File: src/rtl/core/mcfir_pkg.sv
// ----------------------------------------------------------------------------
// mcfir_pkg
// Shared types and fixed constants of the multichannel FIR filter core:
// field widths, register indexes, coefficient reset values and the
// sequencer state type.
// ----------------------------------------------------------------------------
package mcfir_pkg;

    // field widths fixed by the interface
    localparam int SAMPLE_W        = 16;
    localparam int COEFF_W         = 16;
    localparam int CH_W            = 3;
    localparam int CNT_W           = 4;
    localparam int CFG_IDX_W       = 3;
    localparam int CFG_DATA_W      = 64;
    localparam int COEFF_WORDS     = 4;
    localparam int COEFFS_PER_WORD = 4;
    localparam int PROD_W          = SAMPLE_W + COEFF_W;

    // Q2.14 coefficients times Q1.15 samples give Q3.29, back to Q1.15
    localparam int COEFF_FRAC = 14;

    // configuration register indexes
    localparam logic [CFG_IDX_W-1:0] REG_CHANNEL_COUNT = 3'd0;
    localparam logic [CFG_IDX_W-1:0] REG_COEFF_WORD_0  = 3'd1;
    localparam logic [CFG_IDX_W-1:0] REG_COEFF_WORD_1  = 3'd2;
    localparam logic [CFG_IDX_W-1:0] REG_COEFF_WORD_2  = 3'd3;
    localparam logic [CFG_IDX_W-1:0] REG_COEFF_WORD_3  = 3'd4;

    // reset values: identity kernel, last tap 1.0 in Q2.14
    localparam logic [CNT_W-1:0]      CHANNEL_COUNT_RST = 4'd1;
    localparam logic [CFG_DATA_W-1:0] COEFF_WORD_RST    = 64'h0;
    localparam logic [CFG_DATA_W-1:0] COEFF_WORD_3_RST  = 64'h4000_0000_0000_0000;

    // result saturation bounds
    localparam int SAT_HI = 32767;
    localparam int SAT_LO = -32768;

    typedef logic [COEFF_WORDS-1:0][CFG_DATA_W-1:0] coeff_bank_t;

    // sequencer states
    typedef enum logic [2:0] {
        S_IDLE  = 3'b001,
        S_RUN   = 3'b010,
        S_DRAIN = 3'b100
    } fir_state_t;

endpackage

File: src/rtl/core/multichannel_fir_filter_core.sv
// ----------------------------------------------------------------------------
// multichannel_fir_filter_core
// Direct-form FIR filter over interleaved channels, one history ring per
// channel kept in a synchronous memory, one tap multiplied per cycle.
// ----------------------------------------------------------------------------
// Usage:
//   Input channel in_valid/in_stall/sample carries interleaved Q1.15 samples,
//   channel 0 to channel_count-1 of a frame, then the next frame. Output
//   channel out_valid/out_stall carries filtered_sample (rounded, saturated
//   Q1.15), the channel of the item and frame_end on the last channel.
//   One result per input item.
//   Throughput: a new item is taken only once the last result is loaded, set
//   by the single read port of the history memory, which delivers one tap per
//   cycle to one multiplier. The core does not enforce the idle rule below.
//   Configuration (cfg_wr_en/cfg_index/cfg_data) is written while idle.
//   Writing channel_count clears all history and restarts at channel 0.
//   Reset: history reads as zero, channel_count is 1 and the kernel is the
//   identity (tap 15 is 1.0). History is cleared through per-entry valid
//   flags, so no clearing pass is needed and items are taken at once.
//   When the receiver stalls the result waits in the output register; the
//   next item is still taken and filtered, and its result is held back, with
//   the input stalled, until that register is free again.
// ----------------------------------------------------------------------------
module multichannel_fir_filter_core
    import mcfir_pkg::*;
#(
    parameter int TAPS         = 16,
    parameter int MAX_CHANNELS = 8
)(
    input  logic                          clk,
    input  logic                          rst_n,
    // configuration
    input  logic                          cfg_wr_en,
    input  logic [CFG_IDX_W-1:0]          cfg_index,
    input  logic [CFG_DATA_W-1:0]         cfg_data,
    // input items
    input  logic                          in_valid,
    output logic                          in_stall,
    input  logic signed [SAMPLE_W-1:0]    sample,
    // result items
    output logic                          out_valid,
    input  logic                          out_stall,
    output logic signed [SAMPLE_W-1:0]    filtered_sample,
    output logic [CH_W-1:0]               channel,
    output logic                          frame_end
);

    localparam int TAP_W      = $clog2(TAPS);
    localparam int CHA_W      = (MAX_CHANNELS > 1) ? $clog2(MAX_CHANNELS) : 1;
    localparam int ADDR_W     = CHA_W + TAP_W;
    localparam int HIST_DEPTH = 1 << ADDR_W;
    localparam int ACC_W      = PROD_W + TAP_W;
    localparam int RND_W      = ACC_W - COEFF_FRAC;

    localparam logic [TAP_W:0]       TAPS_EXT  = (TAP_W + 1)'(TAPS);
    localparam logic [TAP_W-1:0]     TAP_LAST  = TAP_W'(TAPS - 1);
    localparam logic [CNT_W-1:0]     MAX_CH    = CNT_W'(MAX_CHANNELS);
    localparam logic signed [ACC_W-1:0] RND_BIAS = ACC_W'(1 << (COEFF_FRAC - 1));
    localparam logic signed [RND_W-1:0] SAT_MAX  = RND_W'(SAT_HI);
    localparam logic signed [RND_W-1:0] SAT_MIN  = RND_W'(SAT_LO);

    // configuration registers
    logic [CNT_W-1:0]   chan_count_reg;
    coeff_bank_t        coeff_reg;

    // frame position
    logic [CH_W-1:0]    ch_cnt_reg;
    logic [TAP_W-1:0]   pos_reg;

    // sequencer and item context
    fir_state_t         state_reg;
    logic [TAP_W-1:0]   tap_reg;
    logic [CH_W-1:0]    item_ch_reg;
    logic [TAP_W-1:0]   item_pos_reg;
    logic               item_last_reg;

    // history memory and its valid flags
    logic [SAMPLE_W-1:0]   hist_mem [HIST_DEPTH];
    logic [HIST_DEPTH-1:0] hist_vld_reg;

    // read stage
    logic                  rd_vld_reg;
    logic                  rd_last_reg;
    logic [TAP_W-1:0]      rd_tap_reg;
    logic [SAMPLE_W-1:0]   rd_data_reg;
    logic                  rd_hit_reg;

    // multiply stage
    logic                  mul_vld_reg;
    logic                  mul_last_reg;
    logic signed [PROD_W-1:0] prod_reg;

    // accumulate stage
    logic signed [ACC_W-1:0]  acc_reg;
    logic                     done_reg;

    // output register
    logic                         out_valid_reg;
    logic signed [SAMPLE_W-1:0]   out_sample_reg;
    logic [CH_W-1:0]              out_ch_reg;
    logic                         out_end_reg;

    logic                   accept;
    logic                   load;
    logic                   chan_cfg_wr;
    logic [CNT_W-1:0]       nch;
    logic [CH_W-1:0]        ch_eff;
    logic                   ch_is_last;
    logic [ADDR_W-1:0]      wr_addr;
    logic [TAP_W:0]         slot_sum;
    logic [TAP_W:0]         slot_wrap;
    logic [ADDR_W-1:0]      rd_addr;
    logic [3:0]             tap_sel;
    logic signed [COEFF_W-1:0]  coeff_sel;
    logic signed [SAMPLE_W-1:0] hist_sample;
    logic signed [ACC_W-1:0]    biased;
    logic signed [RND_W-1:0]    rounded;
    logic signed [SAMPLE_W-1:0] sat_result;

    // handshakes
    assign accept      = in_valid && !in_stall;
    assign in_stall    = (state_reg != S_IDLE);
    assign load        = done_reg && (!out_valid_reg || !out_stall);
    assign chan_cfg_wr = cfg_wr_en && (cfg_index == REG_CHANNEL_COUNT);

    // active channel count, zero means one, clamped to the maximum
    always_comb
    begin
        if (chan_count_reg == '0)
            nch = CNT_W'(1);
        else if (chan_count_reg > MAX_CH)
            nch = MAX_CH;
        else
            nch = chan_count_reg;
    end

    // channel of the incoming item and end of frame
    assign ch_eff     = ({1'b0, ch_cnt_reg} >= nch) ? '0 : ch_cnt_reg;
    assign ch_is_last = (({1'b0, ch_eff} + CNT_W'(1)) >= nch);
    assign wr_addr    = {ch_eff[CHA_W-1:0], pos_reg};

    // ring slot for the tap being issued, oldest sample first
    always_comb
    begin
        slot_sum  = {1'b0, item_pos_reg} + {1'b0, tap_reg} + (TAP_W + 1)'(1);
        slot_wrap = (slot_sum >= TAPS_EXT) ? (slot_sum - TAPS_EXT) : slot_sum;
    end
    assign rd_addr = {item_ch_reg[CHA_W-1:0], slot_wrap[TAP_W-1:0]};

    // coefficient of the tap in the read stage
    assign tap_sel     = 4'(rd_tap_reg);
    assign coeff_sel   = coeff_reg[tap_sel[3:2]][tap_sel[1:0]*COEFF_W +: COEFF_W];
    assign hist_sample = rd_hit_reg ? rd_data_reg : '0;

    // round half up and saturate
    always_comb
    begin
        biased  = acc_reg + RND_BIAS;
        rounded = biased[ACC_W-1:COEFF_FRAC];
        if (rounded > SAT_MAX)
            sat_result = SAT_MAX[SAMPLE_W-1:0];
        else if (rounded < SAT_MIN)
            sat_result = SAT_MIN[SAMPLE_W-1:0];
        else
            sat_result = rounded[SAMPLE_W-1:0];
    end

    // configuration registers
    always_ff @(posedge clk or negedge rst_n)
    begin
        if (!rst_n)
        begin
            chan_count_reg <= CHANNEL_COUNT_RST;
            coeff_reg[0]   <= COEFF_WORD_RST;
            coeff_reg[1]   <= COEFF_WORD_RST;
            coeff_reg[2]   <= COEFF_WORD_RST;
            coeff_reg[3]   <= COEFF_WORD_3_RST;
        end
        else if (cfg_wr_en)
        begin
            case (cfg_index)
                REG_CHANNEL_COUNT: chan_count_reg <= cfg_data[CNT_W-1:0];
                REG_COEFF_WORD_0:  coeff_reg[0]   <= cfg_data;
                REG_COEFF_WORD_1:  coeff_reg[1]   <= cfg_data;
                REG_COEFF_WORD_2:  coeff_reg[2]   <= cfg_data;
                REG_COEFF_WORD_3:  coeff_reg[3]   <= cfg_data;
                default:           ;
            endcase
        end
    end

    // frame position and history valid flags
    always_ff @(posedge clk or negedge rst_n)
    begin
        if (!rst_n)
        begin
            ch_cnt_reg   <= '0;
            pos_reg      <= '0;
            hist_vld_reg <= '0;
        end
        else if (chan_cfg_wr)
        begin
            ch_cnt_reg   <= '0;
            pos_reg      <= '0;
            hist_vld_reg <= '0;
        end
        else if (accept)
        begin
            hist_vld_reg[wr_addr] <= 1'b1;
            if (ch_is_last)
            begin
                ch_cnt_reg <= '0;
                pos_reg    <= (pos_reg == TAP_LAST) ? '0 : pos_reg + TAP_W'(1);
            end
            else
            begin
                ch_cnt_reg <= ch_eff + CH_W'(1);
            end
        end
    end

    // history memory: new sample written at accept, taps read after it,
    // so the newest tap always sees the sample just written
    always_ff @(posedge clk)
    begin
        if (accept)
            hist_mem[wr_addr] <= sample;
        rd_data_reg <= hist_mem[rd_addr];
    end

    // sequencer
    always_ff @(posedge clk or negedge rst_n)
    begin
        if (!rst_n)
        begin
            state_reg <= S_IDLE;
            tap_reg   <= '0;
        end
        else
        begin
            case (state_reg)
                S_IDLE:
                begin
                    tap_reg <= '0;
                    if (accept)
                        state_reg <= S_RUN;
                end
                S_RUN:
                begin
                    tap_reg <= tap_reg + TAP_W'(1);
                    if (tap_reg == TAP_LAST)
                        state_reg <= S_DRAIN;
                end
                S_DRAIN:
                begin
                    if (load)
                        state_reg <= S_IDLE;
                end
                default:
                    state_reg <= S_IDLE;
            endcase
        end
    end

    // item context
    always_ff @(posedge clk)
    begin
        if (accept)
        begin
            item_ch_reg   <= ch_eff;
            item_pos_reg  <= pos_reg;
            item_last_reg <= ch_is_last;
        end
    end

    // read and multiply stage control
    always_ff @(posedge clk or negedge rst_n)
    begin
        if (!rst_n)
        begin
            rd_vld_reg   <= 1'b0;
            rd_last_reg  <= 1'b0;
            mul_vld_reg  <= 1'b0;
            mul_last_reg <= 1'b0;
            done_reg     <= 1'b0;
        end
        else
        begin
            rd_vld_reg   <= (state_reg == S_RUN);
            rd_last_reg  <= (state_reg == S_RUN) && (tap_reg == TAP_LAST);
            mul_vld_reg  <= rd_vld_reg;
            mul_last_reg <= rd_last_reg;
            if (mul_last_reg)
                done_reg <= 1'b1;
            else if (load)
                done_reg <= 1'b0;
        end
    end

    // read and multiply stage data
    always_ff @(posedge clk)
    begin
        rd_tap_reg <= tap_reg;
        rd_hit_reg <= hist_vld_reg[rd_addr];
        prod_reg   <= coeff_sel * hist_sample;
    end

    // accumulator
    always_ff @(posedge clk)
    begin
        if (accept)
            acc_reg <= '0;
        else if (mul_vld_reg)
            acc_reg <= acc_reg + ACC_W'(prod_reg);
    end

    // output register
    always_ff @(posedge clk or negedge rst_n)
    begin
        if (!rst_n)
            out_valid_reg <= 1'b0;
        else if (load)
            out_valid_reg <= 1'b1;
        else if (!out_stall)
            out_valid_reg <= 1'b0;
    end

    always_ff @(posedge clk)
    begin
        if (load)
        begin
            out_sample_reg <= sat_result;
            out_ch_reg     <= item_ch_reg;
            out_end_reg    <= item_last_reg;
        end
    end

    assign out_valid       = out_valid_reg;
    assign filtered_sample = out_sample_reg;
    assign channel         = out_ch_reg;
    assign frame_end       = out_end_reg;

    // checks
    property p_tap_in_range;
        @(posedge clk) disable iff (!rst_n)
        (state_reg == S_RUN) |-> (tap_reg <= TAP_LAST);
    endproperty
    a_tap_in_range: assert property (p_tap_in_range)
        else $error("tap counter beyond last tap");

    property p_load_pipe_empty;
        @(posedge clk) disable iff (!rst_n)
        load |-> (!rd_vld_reg && !mul_vld_reg && (state_reg == S_DRAIN));
    endproperty
    a_load_pipe_empty: assert property (p_load_pipe_empty)
        else $error("result loaded while taps still in flight");

    property p_accept_clean;
        @(posedge clk) disable iff (!rst_n)
        accept |-> (!done_reg && !rd_vld_reg && !mul_vld_reg);
    endproperty
    a_accept_clean: assert property (p_accept_clean)
        else $error("item accepted while previous item still in progress");

    property p_done_after_last;
        @(posedge clk) disable iff (!rst_n)
        $rose(done_reg) |-> $past(mul_last_reg);
    endproperty
    a_done_after_last: assert property (p_done_after_last)
        else $error("result marked done before last product");

endmodule

File: config.mk
export PLATFORM = sky130hd
export DESIGN_NAME = multichannel_fir_filter_core
export DESIGN_NICKNAME = d
export VERILOG_FILES = /design/src/rtl/core/mcfir_pkg.sv /design/src/rtl/core/multichannel_fir_filter_core.sv
export SDC_FILE = /design/constraint.sdc
export NUM_CORES = 2
export LEC_CHECK = 0
export BUFFER_PORTS_ARGS = -buffer_cell sky130_fd_sc_hd__buf_2
export CAP_MARGIN = 0
export CORE_UTILIZATION = 55
export DETAILED_ROUTE_END_ITERATION = 12
export PLACE_DENSITY = 0.81
export SYNTH_ARGS = -nofsm -noshare
export SYNTH_HDL_FRONTEND = slang
export SYNTH_SLANG_ARGS = --single-unit
File: constraint.sdc
create_clock -name clk -period 10.9 [get_ports clk]
set_clock_uncertainty 0.15 [all_clocks]
set_input_delay 2.18 -clock clk [delete_from_list [all_inputs] [get_ports clk]]
set_output_delay 2.18 -clock clk [all_outputs]
set_load 0.01 [all_outputs]
==> metrics.yaml <==
status:
  outcome: "completed"
pwr:
  power.static_leakage_nw: 44.25
  power_density_nw_per_um2: 304.7
  ir_drop_mv: 0.5192
  power_mw: 37.96
sta:
  finalMaxSlewViolations: 0
  post-route-period-util_pct: 78.70
  setup_slack_ps: 2322
  period_minus_slack_ps: 8578
  finalSetupTns_ps: 0
  tightest_slew_ps: 1303
  grt_setup_unrepaired: "false"
  finalHoldViolations: 0
  max_freq_mhz: 116.6
  slew_headroom_pct: 13.16
  setup_viol: 0
grt:
  grt_pass1_wl_mm: 422.1
  grt_max_degree: 149
  grt_usage_pct: 28.15
  grt_pass1_vias: 63873
  antenna_found_initial: 30
  grt-ovfl-total: 0
floorplanning:
  io_pins: 110
  dieWidth_um: 453.4
  start_util_pct: 55.40
  die_y_um: 453.4
  core_sq_um: 202300
  die_area_sq_um: 205600
  row_count: 165
synthesis:
  seq_area_frac_synth_pct: 66.32
  yosysWarnings: 0
  synthArstFlopShare_pct: 15.86
  yosysUniqueCellTypes: 79
  synth-edff-count: 2076
  syn_inst: 6310
  synth-seq-cells: 2573
  syn_area_sq_um: 112100
  synthFlopType: "edfxtp_1"
  syn-num-nets: 6793
  syn_area_per_cell_sq_um: 17.76
placement:
  placed_cell_area_sq_um: 116300
  dp_hpwl_mm: 162.5
  globalplace.congestion: 0.8913
  dp_slack_ps: 2405
  portBuffers: 109
  place_inst: 8958
clock_network:
  cts_tree: "yes"
  post-cts-setup-buffer-count: 0
  htree_levels: 5
  root_buffer: "clkbuf_16"
  cts.path.max_buffers: 4
  clk_pin_slew_ps: 60
  clock_latency_ps: 930
  holdBufCountCts: 0
  clock_sinks: 2573
  cts_buffers: 274
  cts_resized: 0
routing:
  vias_per_cell: 6.514
  wl_mm: 286.4
  routed-via-count: 61442
  wl_per_cell_um: 30.36
  drt-initial-drc-count: 7719
  drt-pass1-iter-count: 8
  final_antenna_net_count: 0
  drc: 0
finish:
  final_common_cell: "edfxtp_1"
  nNetsFinal: 7045
  drive_gt1_share_pct: 23.79
  post_layout_nonfiller_instances: 9433
  stdcell_area_sq_um: 124600
  largest_reg_flops: 2048
  area_growth_pct: 11.16
  mostFrequentLayoutCells: "2076 x edfxtp_1, 648 x mux4_2, 404 x dfrtp_1"
worst_setup_path:
  r2r_end: "prod_reg[29]"
  crit_fanout: 29
  crit_arrival_ps: 9190
  reg2reg_slack_ps: 2320
  critPathCaptureType: "register"
  rr_worst_depth: 24
  required_ps: 11520
  startpoint_type: "register"
  worstSetupPathType: "register to register"
  reg2reg_from: "rd_tap_reg[2]"
min_path:
  hold_depth: 0
  hp-start: "rd_last_reg"
  min_to: "mul_last_reg"
  hold_path_class: "register to register"
run:
  cap_violations: 0
## per-layer routing
metal | track usage, % | up-vias | share of wire [%]
li1 | - | 24782 | -
met1 | 36.19 | 31723 | 35
met2 | 46.36 | 4036 | 49
met3 | 5.208 | 875 | 10
met4 | 13.89 | 26 | 5.6
met5 | 0 | - | 0.065
## cells in the mapped netlist, types with 4 or more instances
cell type | instances | area share, %
buf_1 | 49 | 0.16
fa_1 | 264 | 4.7
o21ai_1 | 17 | 0.076
buf_4 | 10 | 0.067
a21oi_1 | 82 | 0.37
a21o_1 | 47 | 0.31
a211oi_1 | 124 | 0.83
mux2_2 | 266 | 2.7
edfxtp_1 | 2076 | 56
nand2b_1 | 7 | 0.039
or3_1 | 4 | 0.022
mux4_2 | 648 | 13
nand3_1 | 60 | 0.27
o211ai_1 | 6 | 0.040
a31oi_1 | 48 | 0.27
nand2_1 | 370 | 1.2
and2_1 | 89 | 0.50
nor3b_1 | 4 | 0.027
ha_1 | 131 | 1.5
and4_1 | 4 | 0.031
o21ai_0 | 58 | 0.26
dfrtp_1 | 405 | 9.0
nor3_1 | 9 | 0.040
and3_1 | 29 | 0.16
inv_1 | 332 | 1.1
buf_2 | 85 | 0.38
xor2_1 | 31 | 0.24
o21bai_1 | 8 | 0.054
dfxtp_1 | 89 | 1.6
nor2b_1 | 25 | 0.14
xnor2_1 | 51 | 0.40
o21a_1 | 143 | 0.96
nand4_1 | 7 | 0.039
nor2_1 | 292 | 0.98
mux2i_1 | 164 | 1.5
a311oi_1 | 34 | 0.27
clkbuf_1 | 183 | 0.61
## power by group
group	internal, mW	switching, mW	leakage, nW
logic	7.31	10.3	15.7
registers	11.2	0.342	24.6
clock network	5.03	3.74	4.01
total	23.6	14.4	44.2
## metrics by stage
step,util [%],hold WS [ps]
after floorplan,-,181.2
after global routing,61.57,178.0
after global placement,57.50,193.0
after detailed placement,57.50,186.2
final,61.58,168.6
after CTS,61.57,171.2
## area by class of cell
type / instances / area, sq um
Fill cell: 13532 / 77730
Sequential cell: 2573 / 74340
Multi-Input combinational cell: 3077 / 35230
Clock buffer: 369 / 7418
Tap cell: 2672 / 3343
Timing Repair Buffer: 303 / 2177
Inverter: 333 / 1250
Clock inverter: 97 / 809.5
Antenna cell: 9 / 22.52
## worst max-delay path by stage
stage | from | end | slack [ps] | cells after the start
final | rd_tap_reg[2] | prod_reg[29] | 2320 | 24
after global routing | rd_tap_reg[2] | prod_reg[29] | 1860 | 25
after CTS | rd_tap_reg[2] | prod_reg[29] | 2320 | 24
after detailed placement | rd_tap_reg[2] | prod_reg[29] | 2410 | 24
after global placement | rd_tap_reg[2] | prod_reg[29] | 2540 | 24
after floorplan | rd_tap_reg[2] | prod_reg[29] | 3210 | 27
## kinds of logic (layout without fill, tap and decap cells)
kind of cell    after synthesis  after routing  share of synthesized area, %
compound gates              599            599                         3.702
other cells                   0              9                             0
simple gates                922            922                         3.653
xor+xnor                     82             82                        0.6408
mux                        1079           1079                         17.17
buf+inv                     660           1102                         2.339
flops                      2573           2573                         66.32
fa+ha+maj                   395            395                         6.178
## worst max-delay path, cell delays in order, from the launching register on
cell       delay [ps]
dfxtp_4           780
buf_4             500
mux4_2            560
mux2_2            310
o21ai_2           520
inv_1             290
nor2_1            180
fa_1              450
fa_1              480
fa_1              530
fa_1              430
fa_1              490
inv_1              50
fa_1              470
inv_1              40
ha_1              330
and3_1            220
and3_1            210
a31oi_1           160
o211ai_1          100
a21oi_1           390
o2111ai_1         240
a31o_2            270
a21oi_1           170
xnor2_1           130
(Power assumes the default switching activity.)
